===== src/rtl/rbt_pkg.sv =====
package rbt_pkg;

    // Default build size; fixes the link table depth (2 * leaves - 1)
    localparam int MAX_LEAVES_DEF = 256;

    localparam int WORD_W   = 31;   // random word
    localparam int IDX_W    = 9;    // entry index / link value port width
    localparam int STEPS_W  = 8;    // steps_done port width
    localparam int LEAF_W   = 9;    // leaf_count register

    localparam logic [1:0] OP_START   = 2'd0;
    localparam logic [1:0] OP_ADVANCE = 2'd1;
    localparam logic [1:0] OP_READ    = 2'd2;

    localparam logic [1:0] ST_OK       = 2'd0;
    localparam logic [1:0] ST_NOSTART  = 2'd1;
    localparam logic [1:0] ST_COMPLETE = 2'd2;
    localparam logic [1:0] ST_RANGE    = 2'd3;

endpackage


===== src/rtl/rbt_ram.sv =====
module rbt_ram #(
    parameter int WIDTH = 9,
    parameter int DEPTH = 511
) (
    input  logic                     i_clk,
    input  logic                     i_we,
    input  logic [$clog2(DEPTH)-1:0] i_addr,
    input  logic [WIDTH-1:0]         i_wdata,
    output logic [WIDTH-1:0]         o_rdata
);

    logic [WIDTH-1:0] r_mem [DEPTH];

    always_ff @(posedge i_clk) begin
        if (i_we) begin
            r_mem[i_addr] <= i_wdata;
        end
        o_rdata <= r_mem[i_addr];
    end

endmodule


===== src/rtl/rbt_mod.sv =====
module rbt_mod #(
    parameter int DIV_W = 10
) (
    input  logic                      i_clk,
    input  logic                      i_rst_n,
    input  logic                      i_start,
    input  logic [rbt_pkg::WORD_W-1:0] i_dividend,
    input  logic [DIV_W-1:0]          i_divisor,
    output logic                      o_done,
    output logic [DIV_W-1:0]          o_rem
);

    localparam int CNT_W = $clog2(rbt_pkg::WORD_W);

    logic                        r_busy;
    logic                        r_done;
    logic [CNT_W-1:0]            r_cnt;
    logic [rbt_pkg::WORD_W-1:0]  r_dvd;
    logic [DIV_W-1:0]            r_d;
    logic [DIV_W-1:0]            r_rem;
    logic [DIV_W:0]              shifted;
    logic [DIV_W-1:0]            n_rem;

    // restoring step: one dividend bit per cycle, MSB first
    always_comb begin
        shifted = {r_rem, r_dvd[rbt_pkg::WORD_W-1]};
        if (shifted >= {1'b0, r_d}) begin
            n_rem = DIV_W'(shifted - {1'b0, r_d});
        end else begin
            n_rem = DIV_W'(shifted);
        end
    end

    always_ff @(posedge i_clk) begin
        if (!i_rst_n) begin
            r_busy <= 1'b0;
            r_done <= 1'b0;
            r_cnt  <= '0;
        end else begin
            r_done <= 1'b0;
            if (i_start) begin
                r_busy <= 1'b1;
                r_cnt  <= CNT_W'(rbt_pkg::WORD_W - 1);
            end else if (r_busy) begin
                r_cnt <= r_cnt - 1'b1;
                if (r_cnt == '0) begin
                    r_busy <= 1'b0;
                    r_done <= 1'b1;
                end
            end
        end
    end

    always_ff @(posedge i_clk) begin
        if (i_start) begin
            r_dvd <= i_dividend;
            r_d   <= i_divisor;
            r_rem <= '0;
        end else if (r_busy) begin
            r_dvd <= {r_dvd[rbt_pkg::WORD_W-2:0], 1'b0};
            r_rem <= n_rem;
        end
    end

    assign o_done = r_done;
    assign o_rem  = r_rem;

endmodule


===== src/rtl/random_binary_tree_link_builder_core.sv =====
// Channel   Dir  Handshake                     Payload
// s_axis    in   s_axis_tvalid/s_axis_tready   tuser: op; tdata: random_value, entry_index
// m_axis    out  m_axis_tvalid/m_axis_tready   tuser: status; tdata: link, steps, complete
// cfg       in   i_cfg_valid/o_cfg_ready       i_cfg_data: leaf_count
//
// Advance: after the input transfer the bit-serial modulo takes the 31 dividend bits
// one at a time, then remainder capture, one read, data capture, three writes on
// the single-port link RAM and the output load. Read: read, data capture, output
// load. Start: clear entry 0, output load. Flagged items: output load only.
// Reset: sync active low; tree not started, leaf_count = 1. Link RAM not cleared.
// s_axis_tready is high only while idle. A result waiting on m_axis does not
// block the next input transfer; only a second finished result waits for it.
module random_binary_tree_link_builder_core #(
    parameter int MAX_LEAVES = rbt_pkg::MAX_LEAVES_DEF
) (
    input  logic                       i_clk,
    input  logic                       i_rst_n,
    // config
    input  logic                       i_cfg_valid,
    output logic                       o_cfg_ready,
    input  logic [rbt_pkg::LEAF_W-1:0] i_cfg_data,     // leaf_count
    // input stream
    input  logic                       s_axis_tvalid,
    output logic                       s_axis_tready,
    input  logic [39:0]                s_axis_tdata,   // [30:0] random_value, [39:31] entry_index
    input  logic [1:0]                 s_axis_tuser,   // [1:0] op
    // output stream
    output logic                       m_axis_tvalid,
    input  logic                       m_axis_tready,
    output logic [23:0]                m_axis_tdata,   // [8:0] link_value, [16:9] steps_done,
                                                       // [17] complete, [23:18] zero
    output logic [1:0]                 m_axis_tuser    // [1:0] status
);

    localparam int DEPTH   = 2 * MAX_LEAVES - 1;
    localparam int AW      = $clog2(DEPTH);
    localparam int NMAX1   = (MAX_LEAVES < 511) ? MAX_LEAVES : 511;
    localparam int NW      = $clog2(NMAX1);
    localparam int DW      = NW + 2;
    localparam int CW      = ((AW > rbt_pkg::IDX_W) ? AW : rbt_pkg::IDX_W) + 1;

    typedef enum logic [3:0] {
        S_IDLE, S_INIT, S_DIV, S_RD, S_CAP, S_WR1, S_WR2, S_WR3, S_OUT
    } t_state;

    t_state                      r_state, n_state;
    logic [1:0]                  r_op, n_op;
    logic [rbt_pkg::IDX_W-1:0]   r_idx, n_idx;
    logic [NW-1:0]               r_n, n_n;
    logic                        r_started, n_started;
    logic [1:0]                  r_status, n_status;
    logic [AW-1:0]               r_k, n_k;
    logic                        r_b, n_b;
    logic [AW-1:0]               r_old, n_old;
    logic [AW-1:0]               r_link, n_link;
    logic [rbt_pkg::LEAF_W-1:0]  r_leaf;
    logic                        r_m_valid, n_m_valid;
    logic [1:0]                  r_m_status, n_m_status;
    logic [rbt_pkg::IDX_W-1:0]   r_m_link, n_m_link;
    logic [rbt_pkg::STEPS_W-1:0] r_m_steps, n_m_steps;
    logic                        r_m_complete, n_m_complete;

    logic                        in_xfer;
    logic [1:0]                  in_op;
    logic [rbt_pkg::WORD_W-1:0]  in_word;
    logic [rbt_pkg::IDX_W-1:0]   in_idx;
    logic [31:0]                 leaves;
    logic [NW-1:0]               target;
    logic                        mod_start;
    logic                        mod_done;
    logic [DW-1:0]               mod_rem;
    logic [DW-1:0]               divisor;
    logic [AW-1:0]               two_n;
    logic                        ram_we;
    logic [AW-1:0]               ram_addr;
    logic [AW-1:0]               ram_wdata;
    logic [AW-1:0]               ram_rdata;

    assign in_op   = s_axis_tuser;
    assign in_word = s_axis_tdata[30:0];
    assign in_idx  = s_axis_tdata[39:31];
    assign in_xfer = s_axis_tvalid && s_axis_tready;

    // N = clamp(leaf_count, 1, MAX_LEAVES) - 1
    always_comb begin
        if (r_leaf == '0) begin
            leaves = 32'd1;
        end else if ({23'd0, r_leaf} > 32'(MAX_LEAVES)) begin
            leaves = 32'(MAX_LEAVES);
        end else begin
            leaves = {23'd0, r_leaf};
        end
        target = NW'(leaves - 32'd1);
    end

    assign divisor   = {r_n, 2'b10};
    assign two_n     = AW'({r_n, 1'b0});
    assign mod_start = in_xfer && (in_op == rbt_pkg::OP_ADVANCE) && r_started
                       && (r_n < target);

    rbt_mod #(
        .DIV_W (DW)
    ) u_mod (
        .i_clk      (i_clk),
        .i_rst_n    (i_rst_n),
        .i_start    (mod_start),
        .i_dividend (in_word),
        .i_divisor  (divisor),
        .o_done     (mod_done),
        .o_rem      (mod_rem)
    );

    // link RAM port: clear entry 0 on start, read k or index, then three inserts with n already advanced
    always_comb begin
        ram_we    = 1'b0;
        ram_addr  = r_k;
        ram_wdata = two_n;
        case (r_state)
            S_INIT: begin
                ram_we    = 1'b1;
                ram_addr  = '0;
                ram_wdata = '0;
            end
            S_RD: begin
                ram_addr = (r_op == rbt_pkg::OP_READ) ? AW'(r_idx) : r_k;
            end
            S_WR1: begin
                ram_we    = 1'b1;
                ram_addr  = two_n - AW'(r_b);
                ram_wdata = two_n;
            end
            S_WR2: begin
                ram_we    = 1'b1;
                ram_addr  = two_n - AW'(1) + AW'(r_b);
                ram_wdata = r_old;
            end
            S_WR3: begin
                ram_we    = 1'b1;
                ram_addr  = r_k;
                ram_wdata = two_n - AW'(1);
            end
            default: begin
                ram_we = 1'b0;
            end
        endcase
    end

    rbt_ram #(
        .WIDTH (AW),
        .DEPTH (DEPTH)
    ) u_ram (
        .i_clk   (i_clk),
        .i_we    (ram_we),
        .i_addr  (ram_addr),
        .i_wdata (ram_wdata),
        .o_rdata (ram_rdata)
    );

    always_comb begin
        n_state      = r_state;
        n_op         = r_op;
        n_idx        = r_idx;
        n_n          = r_n;
        n_started    = r_started;
        n_status     = r_status;
        n_k          = r_k;
        n_b          = r_b;
        n_old        = r_old;
        n_link       = r_link;
        n_m_valid    = r_m_valid;
        n_m_status   = r_m_status;
        n_m_link     = r_m_link;
        n_m_steps    = r_m_steps;
        n_m_complete = r_m_complete;

        if (r_m_valid && m_axis_tready) begin
            n_m_valid = 1'b0;
        end

        case (r_state)
            S_IDLE: begin
                if (in_xfer) begin
                    n_op     = in_op;
                    n_idx    = in_idx;
                    n_status = rbt_pkg::ST_OK;
                    n_link   = '0;
                    n_state  = S_OUT;
                    case (in_op)
                        rbt_pkg::OP_START: begin
                            n_n       = '0;
                            n_started = 1'b1;
                            n_state   = S_INIT;
                        end
                        rbt_pkg::OP_ADVANCE: begin
                            if (!r_started) begin
                                n_status = rbt_pkg::ST_NOSTART;
                            end else if (r_n >= target) begin
                                n_status = rbt_pkg::ST_COMPLETE;
                            end else begin
                                n_state = S_DIV;
                            end
                        end
                        rbt_pkg::OP_READ: begin
                            if (!r_started) begin
                                n_status = rbt_pkg::ST_NOSTART;
                            end else if (CW'(in_idx) > CW'({r_n, 1'b0})
                                         || CW'(in_idx) >= CW'(DEPTH)) begin
                                n_status = rbt_pkg::ST_RANGE;
                            end else begin
                                n_state = S_RD;
                            end
                        end
                        default: begin
                            n_state = S_OUT;
                        end
                    endcase
                end
            end
            S_INIT: begin
                n_state = S_OUT;
            end
            S_DIV: begin
                if (mod_done) begin
                    n_k     = AW'(mod_rem >> 1);
                    n_b     = mod_rem[0];
                    n_n     = r_n + 1'b1;
                    n_state = S_RD;
                end
            end
            S_RD: begin
                n_state = S_CAP;
            end
            S_CAP: begin
                if (r_op == rbt_pkg::OP_READ) begin
                    n_link  = ram_rdata;
                    n_state = S_OUT;
                end else begin
                    n_old   = ram_rdata;
                    n_state = S_WR1;
                end
            end
            S_WR1: begin
                n_state = S_WR2;
            end
            S_WR2: begin
                n_state = S_WR3;
            end
            S_WR3: begin
                n_state = S_OUT;
            end
            S_OUT: begin
                if (!r_m_valid || m_axis_tready) begin
                    n_m_valid    = 1'b1;
                    n_m_status   = r_status;
                    n_m_link     = rbt_pkg::IDX_W'(r_link);
                    n_m_steps    = rbt_pkg::STEPS_W'(r_n);
                    n_m_complete = (r_n >= target);
                    n_state      = S_IDLE;
                end
            end
            default: begin
                n_state = S_IDLE;
            end
        endcase
    end

    always_ff @(posedge i_clk) begin
        if (!i_rst_n) begin
            r_state   <= S_IDLE;
            r_n       <= '0;
            r_started <= 1'b0;
            r_m_valid <= 1'b0;
            r_leaf    <= rbt_pkg::LEAF_W'(1);
        end else begin
            r_state   <= n_state;
            r_n       <= n_n;
            r_started <= n_started;
            r_m_valid <= n_m_valid;
            if (i_cfg_valid) begin
                r_leaf <= i_cfg_data;
            end
        end
        r_op         <= n_op;
        r_idx        <= n_idx;
        r_status     <= n_status;
        r_k          <= n_k;
        r_b          <= n_b;
        r_old        <= n_old;
        r_link       <= n_link;
        r_m_status   <= n_m_status;
        r_m_link     <= n_m_link;
        r_m_steps    <= n_m_steps;
        r_m_complete <= n_m_complete;
    end

    assign o_cfg_ready   = 1'b1;
    assign s_axis_tready = (r_state == S_IDLE);
    assign m_axis_tvalid = r_m_valid;
    assign m_axis_tuser  = r_m_status;
    assign m_axis_tdata  = {6'd0, r_m_complete, r_m_steps, r_m_link};

`ifndef ASSERT_OFF
    a_done_in_div: assert property (@(posedge i_clk) disable iff (!i_rst_n)
        mod_done |-> (r_state == S_DIV))
        else $error("modulo done outside divide state");

    a_rem_lt_div: assert property (@(posedge i_clk) disable iff (!i_rst_n)
        mod_done |-> (mod_rem < divisor))
        else $error("remainder not below divisor");

    a_step_inc: assert property (@(posedge i_clk) disable iff (!i_rst_n)
        (r_state == S_DIV && mod_done) |=> (r_n == $past(r_n) + 1'b1))
        else $error("step count did not advance by one");

    a_idle_zero: assert property (@(posedge i_clk) disable iff (!i_rst_n)
        !r_started |-> (r_n == '0))
        else $error("steps nonzero before start");
`endif

endmodule

===== config.mk =====
export PLATFORM = sky130hd
export DESIGN_NAME = random_binary_tree_link_builder_core
export DESIGN_NICKNAME = d
export VERILOG_FILES = /design/src/rtl/rbt_pkg.sv /design/src/rtl/rbt_ram.sv /design/src/rtl/rbt_mod.sv /design/src/rtl/random_binary_tree_link_builder_core.sv
export SDC_FILE = /design/constraint.sdc
export NUM_CORES = 2
export LEC_CHECK = 0
export BUFFER_PORTS_ARGS = -buffer_cell sky130_fd_sc_hd__clkbuf_2
export CORE_UTILIZATION = 45
export DETAILED_ROUTE_END_ITERATION = 10
export PLACE_DENSITY = 0.62
export SYNTH_ARGS = -nofsm -noshare
export SYNTH_HDL_FRONTEND = slang
export SYNTH_MEMORY_MAX_BITS = 65536
export SYNTH_SLANG_ARGS = --single-unit
export TNS_END_PERCENT = 50

===== constraint.sdc =====
create_clock -name i_clk -period 23 [get_ports i_clk]
set_input_delay 2.3 -clock i_clk [delete_from_list [all_inputs] [get_ports i_clk]]
set_output_delay 2.3 -clock i_clk [all_outputs]
set_load 0.05 [all_outputs]

==> results.py <==
metrics = {
    "critical_path": {
        "cp.required_ns": 23.91,
        "cp-end-kind": "flop",
        "cp_slowest_cell": "buf_4",
        "worst_path_most_repeated_cell": "buf_4",
        "reg2reg_setup_slack_ns": 14.24,
        "critical_path.startpoint_type": "flop",
        "r2r_cells": 16,
        "crit_type": "flop to flop",
        "cp_max_fo": 68,
        "worstReg2RegEnd": "u_ram.o_rdata[1]",
        "crit_arrival_ns": 9.67,
        "crit_chain": "nor4bb_1 > a32oi_1 > o211ai_1 > buf_4 > buf_4 > buf_4 > buf_4 > buf_4 > buf_4 > mux4_2 > nand2_1 > a21oi_1 > a2111oi_2 > buf_4 > o2111ai_1 > or4_1",
        "r2r_start": "r_state[0]",
        "slowest_delay_ns": 0.86,
    },
    "logic_synthesis": {
        "synth_edf_count": 4699,
        "ys_types": 86,
        "synth_area_leaders": "edfxtp_1 (75%), nand2_1 (6.1%), mux4_2 (4.7%)",
        "synth_seq_cells": 4748,
        "synthFlopType": "edfxtp_1",
        "yosysMostFrequentCell": "edfxtp_1",
        "postSynthCellCount": 12700,
        "synth_top_area_cell": "edfxtp_1",
        "synth_top_area_share_pct": 74.8,
        "yosysWarningCount": 0,
        "ys_seq_area_share_pct": 75.3,
        "synth_commonest_cells": "edfxtp_1 (4,699), nand2_1 (3,049), nand3_1 (1,031)",
        "syn_avg_cell_area_sq_um": 14.8,
        "async_flop_share_pct": 0,
        "synthesis.area_sq_um": 189000,
    },
    "clock_tree": {
        "clock-root-buffer": "clkbuf_16",
        "clock_sinks": 4748,
        "cts_inserted_buffers": 471,
        "clock_path_buffers": 4,
        "clkLatencyLatePin_ns": 1.04,
        "cts-resized-gates": 0,
        "cts.clk_slew.worst_paths_ns": 0.06,
        "cts_tree": "done",
        "ctsHoldBuffers": 0,
        "cts_max_level": 5,
        "postCtsSetupBuffers": 0,
    },
    "power_and_ir_drop": {
        "p_leak_nw": 68.7,
        "seq_power_share_pct": 54.7,
        "total_power_w": 0.0172,
        "p_switching_w": 0.00356,
        "power_density_nw_per_um2": 82.0,
        "intPower_w": 0.0136,
        "irDropWorstVdd_mv": 0.0714,
        "combPwrFrac_pct": 1.9,
        "clkPwrFrac_pct": 43.4,
        "p_sw_share_pct": 20.7,
    },
    "placement": {
        "hpwl_um": 312000,
        "pre_cts_slack_ns": 14.39,
        "buffer_ports.inserted": 77,
        "gp_congestion": 0.848,
    },
    "drt": {
        "postRouteAntennaNets": 0,
        "drt-total-wl_um": 545000,
        "dr.pass1.iters": 6,
        "drc_errors": 0,
        "post_drt_wl_per_cell_um": 29.3,
        "drt-vias-per-instance": 6.08,
        "vias": 113000,
        "initialDrtViolationCount": 16700,
    },
    "finish": {
        "utilization_pct": 50.3,
        "area.growth.synth_to_final_pct": 11.1,
        "fin_nets": 12800,
        "fillers": 34500,
        "drive_gt1_share_pct": 11.2,
    },
    "die": {
        "rows": 237,
        "io_pins": 85,
        "die_y_um": 649,
        "coreArea_sq_um": 417000,
        "die_area_sq_um": 422000,
        "start_util_pct": 45.3,
        "fp.dieW_um": 649,
    },
    "hold_path": {
        "worstHoldPathCells": 0,
        "hp-class": "flop to flop",
        "min_to": "m_axis_tuser[0]",
        "min_from": "r_status[0]",
    },
    "global_routing": {
        "overflow": 0,
        "grt_first_pass_wirelength_um": 776000,
        "grt_antenna_before_repair": 42,
        "first_global_vias": 106000,
        "grt_max_degree": 226,
        "grt.total_usage_pct": 25.1,
    },
    "timing": {
        "fin_crit_ns": 8.76,
        "fmax_mhz": 114,
        "min_period_over_period_pct": 38.1,
        "max_slew_margin_pct": 8.64,
        "setup_viol": 0,
        "rsz0062_at_grt": "no",
        "slew_viol_final": 0,
        "tightest_slew_ns": 1.36,
        "finalSetupTns_ns": 0,
        "hold_viol_final": 0,
        "hold-worst-slack_ns": 0.419,
        "fin_skew_ns": 0.0904,
        "setup_slack_ns": 14.24,
    },
    "status": {
        "status": "finished, final reports clean",
    },
    "flow_run": {
        "drv_cap": 0,
    },
}
-- kinds of logic after synthesis --
family,Yosys count,synth area share [%]
AOI/OAI and AO/OA,1226,4.71
xor gates and xnor gates,29,0.135
adders and majority gates,36,0.243
buffers and inverters,952,2.27
DFF,4748,75.3
muxes,574,5.72
other,2,0.00398
and+or+nand+nor,5167,11.6
-- per-stage QoR --
step	cell area [sq um]	cells
2_1_floorplan	189000	12700
3_3_place_gp	195000	17700
3_5_place_dp	195000	17700
4_1_cts	210000	18600
5_1_grt	210000	18600
6_report	210000	18600
-- area by class of cell --
class,count,area (sq um),area share (%)
flip-flops and latches,4748,142000,67.8
multi-input cells,7039,42900,20.5
clock buffers,616,12500,5.98
well taps,5497,6880,3.28
repair buffers,325,2510,1.20
clock inverters,248,2260,1.08
inverters,78,293,0.140
diodes,22,55.1,0.0263
-- worst max-delay path by stage --
| stage | startpoint | endpoint | slack, ns | cells past startpoint |
|---|---|---|---|---|
| final | r_state[0] | u_ram.o_rdata[1] | 14.24 | 16 |
| after global routing | r_state[0] | u_ram.o_rdata[1] | 13.85 | 16 |
| after CTS | r_state[0] | u_ram.o_rdata[1] | 14.36 | 16 |
| after detailed placement | r_state[0] | u_ram.o_rdata[1] | 14.39 | 16 |
| after global placement | r_state[0] | u_ram.o_rdata[1] | 13.25 | 16 |
| after floorplan | r_state[0] | u_ram.r_mem[0][8] | 4.27 | 6 |
-- power groups by stage --
stage / Clock, W / Sequential, W / Combinational, W
detailed placement: 0 / 0.00959 / 0.000321
global placement: 0 / 0.00959 / 0.000319
finish: 0.00745 / 0.00940 / 0.000324
global route: 0.00783 / 0.00940 / 0.000346
floorplan: 0 / 0.00958 / 0.000204
CTS: 0.00752 / 0.00940 / 0.000322
-- layer usage --
layer  vias up  global-route usage (%)  share of wire, %
li1      48200                       -                 -
met1     57400                    36.0                40
met2      6269                    38.2                45
met3      1023                    4.83                10
met4        12                    9.31               4.0
met5         -                       0             0.016
-- flip-flops by register name, summed over array words and instances (netlist names), 2 cells and up --
| register | count |
|---|---|
| u_ram.r_mem | 4599 |
| r_old | 9 |
| r_status | 2 |
| r_m_steps | 8 |
| u_ram.o_rdata | 9 |
| u_mod.r_d | 8 |
| r_n | 8 |
| r_idx | 9 |
| r_m_link | 9 |
| r_leaf | 9 |
| m_axis_tuser | 2 |
| r_k | 9 |
| u_mod.r_cnt | 5 |
| r_link | 9 |
| u_mod.o_rem | 10 |
| r_op | 2 |
| r_state | 4 |
| u_mod.r_dvd | 31 |
-- cells in the final DEF, fill, tap and decap left out, types with 81 or more instances in the layout --
master / instances
mux2i_1: 172
nand4_1: 82
clkbuf_1: 126
clkbuf_16: 473
clkinv_1: 103
buf_4: 226
a311oi_1: 259
nand3_1: 1025
edfxtp_1: 4699
nor2_1: 605
clkinv_2: 81
a32oi_1: 88
mux4_2: 396
and3_1: 180
a31oi_1: 191
a21oi_1: 206
nand2_1: 3028
-- critical path: cells and delay by family, from the launching register on --
kind                   cells  cell delay (ns)
flip-flops                 1             0.75
AO/OA/AOI/OAI              5             1.41
AND/OR/NAND/NOR            3             1.46
buffers and inverters      7             4.49
multiplexers               1             0.39
No activity file was read; power rests on OpenSTA's default activity.
